==> src/crc_pkg.sv <==
// Shared types and constants of the circle raster canvas.
// No dependencies; the core, the datapath and the controller import this package.
package crc_pkg;

  // Operand, square and squared-distance widths of the Q.8 distance test
  localparam int DW = 22;
  localparam int PW = 2 * DW;
  localparam int SW = PW + 1;

  // Operation codes of the func field
  localparam logic [1:0] FUNC_CLEAR = 2'd0;
  localparam logic [1:0] FUNC_DRAW  = 2'd1;
  localparam logic [1:0] FUNC_READ  = 2'd2;
  localparam logic [1:0] FUNC_NONE  = 2'd3;

  // Shape type bytes
  localparam logic [7:0] TYPE_FILLED  = 8'h43;
  localparam logic [7:0] TYPE_OUTLINE = 8'h63;

  // Configuration port
  localparam int CFG_IDX_W  = 2;
  localparam int CFG_DATA_W = 10;
  localparam logic [CFG_IDX_W-1:0] CFG_WIDTH  = 2'd0;
  localparam logic [CFG_IDX_W-1:0] CFG_HEIGHT = 2'd1;
  localparam logic [CFG_IDX_W-1:0] CFG_BG     = 2'd2;

  localparam logic [9:0] RESET_SIDE = 10'd1;
  localparam logic [7:0] RESET_BG   = 8'd32;

  // One pixel pitch in signed Q14.8
  localparam logic signed [DW-1:0] Q8_ONE = 22'sd256;

  typedef enum logic [3:0] {
    ST_IDLE,
    ST_DECODE,
    ST_SETUP,
    ST_SQUARE,
    ST_LOADR,
    ST_SCAN,
    ST_DRAIN,
    ST_READ,
    ST_RESP
  } state_t;

  typedef struct packed {
    logic capture;
    logic scan_init;
    logic scan_issue;
    logic setup_ops;
    logic latch_sq;
    logic read_en;
    logic load_out;
  } cmd_t;

  typedef struct packed {
    logic [1:0] func;
    logic       draw_ok;
    logic       read_ok;
    logic       scan_last;
    logic       pipe_busy;
  } stat_t;

endpackage

==> src/crc_ctrl.sv <==
// Controller state machine: sequences capture, setup, scan, drain, read
// and result hand-off. Uses crc_pkg for state, command and status types.
module crc_ctrl import crc_pkg::*; (
  input  logic  clk,
  input  logic  rst_n,
  input  logic  in_valid,
  output logic  in_ready,
  output logic  out_valid,
  input  logic  out_ready,
  input  stat_t stat,
  output cmd_t  cmd
);

  state_t state_r;
  state_t state_nxt;
  logic   out_valid_r;
  logic   out_free;

  assign out_free = !out_valid_r || out_ready;

  always_ff @(posedge clk) begin
    if (!rst_n) begin
      state_r <= ST_IDLE;
    end else begin
      state_r <= state_nxt;
    end
  end

  always_comb begin
    state_nxt = state_r;
    unique case (state_r)
      ST_IDLE: begin
        if (in_valid) state_nxt = ST_DECODE;
      end
      ST_DECODE: begin
        unique case (stat.func)
          FUNC_CLEAR: state_nxt = ST_SCAN;
          FUNC_DRAW:  state_nxt = stat.draw_ok ? ST_SETUP : ST_RESP;
          FUNC_READ:  state_nxt = stat.read_ok ? ST_READ : ST_RESP;
          default:    state_nxt = ST_RESP;
        endcase
      end
      ST_SETUP:  state_nxt = ST_SQUARE;
      ST_SQUARE: state_nxt = ST_LOADR;
      ST_LOADR:  state_nxt = ST_SCAN;
      ST_SCAN: begin
        if (stat.scan_last) state_nxt = ST_DRAIN;
      end
      ST_DRAIN: begin
        if (!stat.pipe_busy) state_nxt = ST_RESP;
      end
      ST_READ: state_nxt = ST_RESP;
      ST_RESP: begin
        if (out_free) state_nxt = ST_IDLE;
      end
      default: state_nxt = ST_IDLE;
    endcase
  end

  always_comb begin
    cmd            = '0;
    cmd.capture    = (state_r == ST_IDLE) && in_valid;
    cmd.scan_init  = (state_r == ST_DECODE);
    cmd.setup_ops  = (state_r == ST_SETUP);
    cmd.latch_sq   = (state_r == ST_LOADR);
    cmd.scan_issue = (state_r == ST_SCAN);
    cmd.read_en    = (state_r == ST_READ);
    cmd.load_out   = (state_r == ST_RESP) && out_free;
  end

  // Hold the result until the sink takes it
  always_ff @(posedge clk) begin
    if (!rst_n) begin
      out_valid_r <= 1'b0;
    end else if (cmd.load_out) begin
      out_valid_r <= 1'b1;
    end else if (out_ready) begin
      out_valid_r <= 1'b0;
    end
  end

  assign in_ready  = (state_r == ST_IDLE);
  assign out_valid = out_valid_r;

  a_no_overwrite: assert property (@(posedge clk) disable iff (!rst_n)
    cmd.load_out |-> (!out_valid_r || out_ready))
    else $error("result register reloaded while a result waits");

  a_drained_before_resp: assert property (@(posedge clk) disable iff (!rst_n)
    (state_r == ST_RESP) |-> !stat.pipe_busy)
    else $error("result issued with canvas writes still in flight");

  a_result_from_resp: assert property (@(posedge clk) disable iff (!rst_n)
    $rose(out_valid_r) |-> $past(state_r == ST_RESP))
    else $error("result raised outside the response state");

  a_accept_decodes: assert property (@(posedge clk) disable iff (!rst_n)
    (in_valid && in_ready) |=> (state_r == ST_DECODE))
    else $error("accepted transaction not decoded");

endmodule
==> config.mk <==
export PLATFORM = sky130hd
export DESIGN_NAME = crc_ctrl
export DESIGN_NICKNAME = d
export VERILOG_FILES = /design/src/crc_pkg.sv /design/src/crc_ctrl.sv
export SDC_FILE = /design/constraint.sdc
export NUM_CORES = 1
export LEC_CHECK = 0
export ABC_AREA = 0
export BUFFER_PORTS_ARGS = -buffer_cell sky130_fd_sc_hd__buf_4
export CAP_MARGIN = 10
export CELL_PAD_IN_SITES_DETAIL_PLACEMENT = 1
export CELL_PAD_IN_SITES_GLOBAL_PLACEMENT = 1
export CORE_UTILIZATION = 29
export DETAILED_ROUTE_END_ITERATION = 12
export GPL_TIMING_DRIVEN = 0
export PLACE_DENSITY_LB_ADDON = 0.1
export SYNTH_ARGS = -nofsm -noshare
export SYNTH_HDL_FRONTEND = slang
export SYNTH_SLANG_ARGS = --single-unit
==> constraint.sdc <==
create_clock -name clk -period 1.7 [get_ports clk]
set_input_delay 0.255 -clock clk [delete_from_list [all_inputs] [get_ports clk]]
set_output_delay 0.255 -clock clk [all_outputs]
set_load 0.01 [all_outputs]
==> results of run 1 <==
[logic make-up after synthesis]
| family | count (synthesis) | synth area share, % |
|---|---|---|
| compound gates | 14 | 24.1 |
| buf+inv | 5 | 5.12 |
| flops | 5 | 24.1 |
| simple gates | 32 | 46.7 |
[where the power goes]
| group | leakage (nW) | switching (mW) | total, mW | internal [mW] |
|---|---|---|---|---|
| combinational | 0.216 | 0.0859 | 0.174 | 0.0881 |
| sequential | 0.0412 | 0.0164 | 0.145 | 0.128 |
| clock | 0.0150 | 0.0523 | 0.141 | 0.0890 |
| total | 0.272 | 0.155 | 0.460 | 0.305 |
[layer usage]
layer	GRT usage [%]	share of wire [%]
met2	26.2	50
met1	23.5	45
met4	14.7	2.5
met5	0	0
met3	2.27	2.9
[area by class of cell]
class	count	area (µm²)
plain buffers	3	15.0
clock buffers	4	26.3
fillers	171	698
inverters	1	3.75
multi-input cells	46	312
flip-flops and latches	5	101
well taps	15	18.8
repair buffers	19	143
[tightest hold or removal path: stages]
cell and delay (ps):
buf_4 110, nand2_1 50, o21ai_1 60
[flip-flops by register name, indices dropped and copies added, names as in the netlist]
| signal | flops |
|---|---|
| out_valid | 1 |
| state_r | 4 |
[repair_timing]
action,4_1_cts,5_1_grt
hold endpoints to repair,0,0
setup buffers,1,0
resized for setup,1,5
setup endpoints to repair,2,5
pin swaps,1,1
[through the flow]
step | utilization [%] | hold WS [ps] | setup WS [ps] | area (µm²)
floorplan | - | 370 | 226 | 415
global placement | 43.2 | 503 | 229 | 569
detailed placement | 43.2 | 520 | 240 | 569
CTS | 46.0 | 269 | 21.9 | 606
global route | 47.0 | 287 | 8.49 | 619
finish | 47.0 | 273 | 63.9 | 619
[worst max path at each step]
stage / startpoint / endpoint / slack, ps / cells past startpoint
after detailed placement: state_r[1] / cmd[6] / 240 / 4
after floorplan: state_r[1] / cmd[6] / 230 / 3
final: state_r[0] / cmd[6] / 60 / 4
after CTS: state_r[1] / cmd[1] / 20 / 4
after global routing: state_r[0] / cmd[6] / 8 / 4
after global placement: state_r[2] / state_r[3] / 230 / 4
[cells in the mapped netlist, types with 2 or more instances]
cell type | instances | area [µm²]
dfxtp_1 | 5 | 100
nand2b_1 | 5 | 31.3
a21oi_1 | 4 | 20.0
nand2_1 | 4 | 15.0
nand3b_1 | 4 | 30.0
nor2_1 | 4 | 15.0
nor2b_1 | 4 | 25.0
nor3_1 | 3 | 15.0
buf_2 | 2 | 10.0
clkbuf_1 | 2 | 7.51
nor4_1 | 2 | 12.5
o21bai_1 | 2 | 15.0
==> impl_metrics.csv, run 1 <==
group,metric,value,unit
hold_path,holdPathEnd,"state_r[2]",
die,die_h,39.8,µm
die,fp.coreArea,0.00132,mm²
global_route,overflow,0,
timing,tns,0,ps
layout,final_cell_mix,"buf_4 (19), nand2b_1 (5)",
detailed_routing,viasPerCell,5.31,
worst_setup_path,r2r-start,"state_r[0]",
die,fp-row-count,13,
clocking,cts_max_level,1,
timing,rsz0062_at_grt,"false",
pwr,p_leak,0.272,nW
worst_setup_path,critPathKind,"register to primary output",
layout,layout_commonest_cell,"buf_4",
die,die_w,39.8,µm
detailed_routing,wl_per_cell,13.6,µm
timing,slew_violations,0,
logic_synthesis,syn-cell-area,415,µm²
place,dpl.cell_count,89,
timing,tightest_slew,543,ps
timing,period_minus_slack,1640,ps
die,dieArea,0.00159,mm²
detailed_routing,via_count,494,
die,initial_core_util,31.5,%
worst_setup_path,cpMaxStageDelayCell,"dfxtp_1",
logic_synthesis,synth_edf_count,0,
worst_setup_path,setup.worst_path.start_class,"register",
hold_path,min_from,"rst_n",
pwr,power,460,µW
die,ios,19,
run_status,status,"completed",
layout,nNetsFinal,89,
clocking,cts_tree,"built",
timing,min_period_over_period,96.2,%
place,gp_congestion,0.763,
logic_synthesis,ys_warn_count,0,
hold_path,worstHoldPathType,"input pin to register",
detailed_routing,totalWireLength,1.26,mm
clocking,cts_buffer_depth,2,
worst_setup_path,rr_worst_depth,4,
logic_synthesis,avgSynthCellArea,7.42,µm²
worst_setup_path,cp_cell_sequence,"buf_2, nor4_2, and2_1, buf_4",
logic_synthesis,syn_inst,56,
worst_setup_path,path_max_fanout,10,
worst_setup_path,path_buf_inv,2,
logic_synthesis,seq_area_frac_synth,24.1,%
worst_setup_path,critical_path_required,1440,ps
timing,clock.fmax,611,MHz
clocking,cts.hold.buffers_added,0,
worst_setup_path,crit_path_end_kind,"primary output",
logic_synthesis,synth-seq-cells,5,
logic_synthesis,yosysUniqueCellTypes,27,
timing,slew_headroom,63.5,%
timing,worst_clock_skew,2.37,ps
timing,hold_viol,0,
worst_setup_path,critPathTopFamily,"simple AND/OR/NAND/NOR gates",
worst_setup_path,r2r_setup_slack,220,ps
layout,drive_gt1_share,38.5,%
clocking,cts_made_buffers,3,
clocking,cts_root_buf,"clkbuf_4",
global_route,grt_usage,18.1,%
worst_setup_path,timing.rr.end,"state_r[3]",
layout,fin_cells,93,
layout,syn2layout_area_growth,49.1,%
detailed_routing,route.detailed.drc,0,
global_route,grt_max_degree,12,
detailed_routing,first_iter_violations,4,
worst_setup_path,max_stage_delay,320,ps
detailed_routing,drtPass1Iterations,4,
clocking,path_clk_slew,50,ps
clocking,cts_num_sinks,5,
logic_synthesis,syn_nets,66,
detailed_routing,ant_nets,0,
place,place_hpwl,930,µm
pwr,ir_worst_vdd,306,µV
global_route,antenna_found_initial,0,
layout,antenna-diode-count,0,
hold_path,whs_path_depth,3,
clocking,clock_latency,240,ps
pwr,powerDensity,743,mW/mm²
global_route,grt_pass1_wl,1.86,mm
timing,setup_viol,0,
flow_run,max_cap_viol_count,0,
place,port_buffers,18,
logic_synthesis,synthFlopType,"dfxtp_1",
logic_synthesis,synth-async-reset-ratio,0,%
global_route,grt_pass1_vias,435,
worst_setup_path,crit_arrival,1380,ps
Power figures use the tool's default switching activity.
==> inputs of run 2 (changes only) <==
--- a/config.mk
+++ b/config.mk
@@ -10,6 +10,7 @@
 export CAP_MARGIN = 10
 export CELL_PAD_IN_SITES_DETAIL_PLACEMENT = 1
 export CELL_PAD_IN_SITES_GLOBAL_PLACEMENT = 1
+export CORE_ASPECT_RATIO = 1.1
 export CORE_UTILIZATION = 29
 export DETAILED_ROUTE_END_ITERATION = 12
 export GPL_TIMING_DRIVEN = 0
==> impl_metrics.csv, run 2 (synthesis results as in run 1) <==
group,metric,value,unit
run_status,status,"completed",
worst_setup_path,setup.worst_path.start_class,"register",
worst_setup_path,cpMaxStageDelayCell,"dfxtp_1",
detailed_routing,route.detailed.drc,0,
layout,largest_register_ff_count,4,
place,place_hpwl,933,µm
timing,clock.fmax,628,MHz
global_route,grt_usage,18.5,%
clocking,cts_root_buf,"clkbuf_4",
clocking,clock_latency,250,ps
timing,setup_viol,0,
timing,hold_viol,0,
pwr,p_sw_share,33.5,%
pwr,p_leak,0.276,nW
place,port_buffers,18,
layout,syn2layout_area_growth,49.4,%
die,ios,19,
timing,slew_headroom,67.8,%
clocking,cts_made_buffers,3,
place,gp_congestion,0.693,
die,die_h,41.7,µm
clocking,path_clk_slew,50,ps
clocking,cts_tree,"built",
die,fp.coreArea,0.00125,mm²
flow_run,max_cap_viol_count,0,
timing,tightest_slew,478,ps
detailed_routing,totalWireLength,1.20,mm
worst_setup_path,cp_cell_sequence,"buf_2, nor4b_4, nor2b_1, buf_4",
pwr,power_frac_clock,31.2,%
clocking,cts_max_level,1,
worst_setup_path,max_stage_delay,320,ps
pwr,p_sw,154,µW
die,initial_core_util,33.2,%
timing,rsz0062_at_grt,"false",
global_route,grt_pass1_vias,476,
timing,period_minus_slack,1590,ps
detailed_routing,first_iter_violations,4,
pwr,ir_worst_vdd,426,µV
timing,tns,0,ps
clocking,cts.hold.buffers_added,0,
pwr,intPower,306,µW
worst_setup_path,critical_path_required,1440,ps
pwr,powerDensity,742,mW/mm²
timing,worst_clock_skew,1.14,ps
pwr,p_seq_share,29.2,%
detailed_routing,ant_nets,0,
layout,drive_gt1_share,36.7,%
hold_path,worstHoldPathType,"input pin to register",
global_route,grt_max_degree,11,
pwr,combPwrFrac,39.6,%
layout,layout_commonest_cell,"buf_4",
detailed_routing,viasPerCell,5.19,
worst_setup_path,crit_path_end_kind,"primary output",
global_route,overflow,0,
detailed_routing,drtPass1Iterations,4,
timing,slew_violations,0,
worst_setup_path,path_max_fanout,10,
worst_setup_path,critPathKind,"register to primary output",
layout,final_cell_mix,"buf_4 (19), nand2b_1 (5), dfxtp_1 (5)",
layout,largest_register,"state_r",
die,die_w,38.1,µm
clocking,cts_buffer_depth,2,
layout,antenna-diode-count,0,
detailed_routing,wl_per_cell,12.8,µm
die,fp-row-count,13,
worst_setup_path,crit_arrival,1340,ps
timing,min_period_over_period,93.6,%
layout,nNetsFinal,90,
die,dieArea,0.00159,mm²
detailed_routing,via_count,488,
clocking,cts_num_sinks,5,
global_route,antenna_found_initial,0,
global_route,grt_pass1_wl,2.10,mm
timing,fin_hold_ws,250,ps
==> run 2: changes by cell type in the layout (fill, tap and decap cells not counted), sizes merged <==
cell	change
clkbuf	+1
==> run 2: cell type report <==
cell class,count,area (µm²)
Inverter,1,3.75
Clock buffer,4,26.3
Sequential cell,5,100
Buffer,4,20.0
Fill cell,165,632
Timing Repair Buffer,19,143
Tap cell,15,18.8
Multi-Input combinational cell,46,309
==> run 2: routing by layer <==
metal	wire [µm]	track usage, %	up-vias	part of all wire, %
met4	28	12.9	0	2.3
met3	56	3.21	2	4.7
met5	0	0	-	0
met2	571	27.5	17	47
met1	548	23.2	221	46
li1	-	-	248	-
==> run 2: final timing paths <==
| check | cells after the start | end | from | slack [ps] |
|---|---|---|---|---|
| max | 4 | cmd[0] | state_r[0] | 110 |
| max reg2reg | 4 | state_r[3] | state_r[1] | 280 |
| min reg2reg | 4 | state_r[2] | state_r[2] | 650 |
| min | 2 | out_valid | rst_n | 250 |
==> run 2: power by group through the flow <==
stage | clock network (mW) | logic [mW] | registers [mW]
finish | 0.144 | 0.182 | 0.135
detailed placement | 0 | 0.173 | 0.136
floorplan | 0 | 0.102 | 0.134
global placement | 0 | 0.170 | 0.136
CTS | 0.148 | 0.177 | 0.134
global route | 0.157 | 0.201 | 0.136
==> run 2: through the flow <==
stage | setup slack, ps | util (%) | instances | total power, mW | cell area [µm²]
after floorplan | 226 | - | 56 | 0.237 | 415
after detailed placement | 222 | 45.5 | 89 | 0.309 | 569
final | 109 | 49.6 | 94 | 0.461 | 621
after CTS | -2.33 | 48.3 | 93 | 0.459 | 604
after global placement | 284 | 45.5 | 89 | 0.306 | 569
after global routing | 26.8 | 49.6 | 94 | 0.493 | 621
==> run 2: critical path: cells and delay by family (launching register included) <==
family | cells | cell delay, ps
buf+inv | 2 | 320
simple gates | 2 | 450
flops | 1 | 320
==> run 2: repair_timing <==
action                     in CTS  in global routing
gates resized for setup         1                  5
setup endpoints to repair       1                  6
setup buffers                   0                  1
pin swaps                       0                  1
==> inputs of run 3 (changes only) <==
==> constraint.sdc (replaced) <==
create_clock -name clk -period 1.7 [get_ports clk]
set_input_delay 0.17 -clock clk [delete_from_list [all_inputs] [get_ports clk]]
set_output_delay 0.17 -clock clk [all_outputs]
set_load 0.01 [all_outputs]
==> impl_metrics.csv, run 3 (synthesis results as in run 1) <==
group,metric,value,unit
worst_setup_path,r2r_setup_slack,270,ps
clocking,cts_tree,"built",
layout,regArea,100,µm²
timing,clock.fmax,637,MHz
pwr,combPwrFrac,36.8,%
detailed_routing,totalWireLength,1.21,mm
timing,period_minus_slack,1570,ps
layout,antenna-diode-count,0,
layout,drive_gt1_share,35.4,%
layout,multi_input_area,303,µm²
die,die_h,41.7,µm
timing,setup_viol,0,
timing,hold_viol,0,
layout,layout_commonest_cell,"buf_4",
hold_path,min_from,"rst_n",
detailed_routing,viasPerCell,5.20,
clocking,cts_num_sinks,5,
worst_setup_path,setup.worst_path.start_class,"register",
layout,fillers,166,
clocking,cts_root_buf,"clkbuf_4",
timing,slew_violations,0,
worst_setup_path,r2r-start,"state_r[1]",
pwr,powerDensity,744,mW/mm²
run_status,status,"completed",
timing,min_period_over_period,92.4,%
clocking,cts_buffer_depth,2,
pwr,p_leak,0.276,nW
timing,slew_headroom,68.3,%
layout,syn2layout_area_growth,48.5,%
place,gp_congestion,0.693,
worst_setup_path,critical_path_required,1530,ps
pwr,p_seq_share,31.0,%
layout,largest_register_ff_count,4,
detailed_routing,drtPass1Iterations,2,
detailed_routing,via_count,489,
die,die_w,38.1,µm
global_route,grt_pass1_wl,2.00,mm
timing,fin_hold_ws,158,ps
place,port_buffers,18,
worst_setup_path,crit_path_end_kind,"primary output",
layout,largest_register,"state_r",
layout,final_cell_mix,"buf_4 (20), nand2b_1 (5), dfxtp_1 (5)",
worst_setup_path,rr_worst_depth,4,
worst_setup_path,cp_cell_sequence,"clkbuf_2, nor4_1, and2_1, buf_4",
pwr,p_sw_share,34.0,%
hold_path,whs_path_depth,2,
global_route,grt_usage,17.7,%
pwr,power_frac_clock,32.2,%
pwr,intPower,303,µW
layout,nNetsFinal,90,
worst_setup_path,cpMaxStageDelayCell,"dfxtp_1",
worst_setup_path,path_max_fanout,10,
worst_setup_path,max_stage_delay,360,ps
worst_setup_path,timing.rr.end,"state_r[3]",
global_route,grt_pass1_vias,465,
detailed_routing,route.detailed.drc,0,
hold_path,holdPathEnd,"out_valid",
place,place_hpwl,933,µm
pwr,p_sw,156,µW
clocking,cts_made_buffers,3,
timing,worst_clock_skew,5.34,ps
global_route,grt_max_degree,11,
detailed_routing,ant_nets,0,
hold_path,worstHoldPathType,"input pin to register",
worst_setup_path,critPathKind,"register to primary output",
clocking,clock_latency,250,ps
pwr,ir_worst_vdd,430,µV
die,dieArea,0.00159,mm²
global_route,antenna_found_initial,0,
detailed_routing,first_iter_violations,6,
timing,tns,0,ps
worst_setup_path,crit_arrival,1400,ps
global_route,overflow,0,
clocking,path_clk_slew,50,ps
clocking,cts.hold.buffers_added,0,
detailed_routing,wl_per_cell,12.9,µm
flow_run,max_cap_viol_count,0,
die,ios,19,
die,fp.coreArea,0.00125,mm²
clocking,cts_max_level,1,
die,fp-row-count,13,
timing,tightest_slew,471,ps
timing,rsz0062_at_grt,"false",
die,initial_core_util,33.2,%
[run 3: cell count changes in the layout (fill, tap and decap cells not counted)]
cell      previous run  this run
nor4_1               1         2
nor4_2               1         0
buf_4               19        20
clkbuf_2             2         1
[run 3: metal layers]
metal / share of wire (%) / global-route usage (%) / vias up
met5: 0 / 0 / -
met4: 2.3 / 12.9 / 0
met3: 4.4 / 3.21 / 2
met2: 49 / 26.1 / 15
met1: 44 / 22.1 / 224
li1: - / - / 248
[run 3: layout make-up]
class | instances | share of cell area (%)
timing repair buffer | 20 | 24.3
sequential | 5 | 16.2
inverter | 1 | 0.609
tap | 15 | 3.04
buffer | 3 | 2.43
clock buffer | 4 | 4.26
multi-input combinational | 46 | 49.1
[run 3: how the worst max path moves through the flow]
| stage | to | start | slack (ps) | cells after the start |
|---|---|---|---|---|
| floorplan | cmd[6] | state_r[1] | 310 | 3 |
| finish | cmd[6] | state_r[1] | 130 | 4 |
| detailed placement | state_r[3] | state_r[1] | 300 | 4 |
| CTS | cmd[0] | state_r[2] | 30 | 4 |
| global route | cmd[6] | state_r[1] | 50 | 4 |
| global placement | state_r[3] | state_r[1] | 290 | 4 |
[run 3: power groups by stage]
stage	clock [mW]	combinational, mW	sequential, mW
3_5_place_dp	0	0.173	0.136
3_3_place_gp	0	0.170	0.136
4_1_cts	0.148	0.173	0.134
2_1_floorplan	0	0.102	0.134
6_report	0.148	0.169	0.142
5_1_grt	0.162	0.187	0.145
[run 3: worst max-delay path, delay by kind of cell (launching register included)]
kind / cells / cell delay, ps
buf+inv: 2 / 310
flops: 1 / 360
simple gates: 2 / 480
[run 3: repair_timing]
| action | 4_1_cts | 5_1_grt |
|---|---|---|
| resized for setup | 0 | 3 |
| setup buffers | 0 | 2 |
| endpoints found under the setup margin | 0 | 1 |
[run 3: metrics by stage]
stage	setup WS, ps	instances	utilization [%]	area, µm²	power [mW]
after floorplan	311	56	-	415	0.237
after global placement	292	89	45.5	569	0.306
after detailed placement	297	89	45.5	569	0.309
after CTS	34.5	93	47.6	596	0.455
after global routing	48.6	94	49.3	617	0.494
final	129	94	49.3	617	0.459
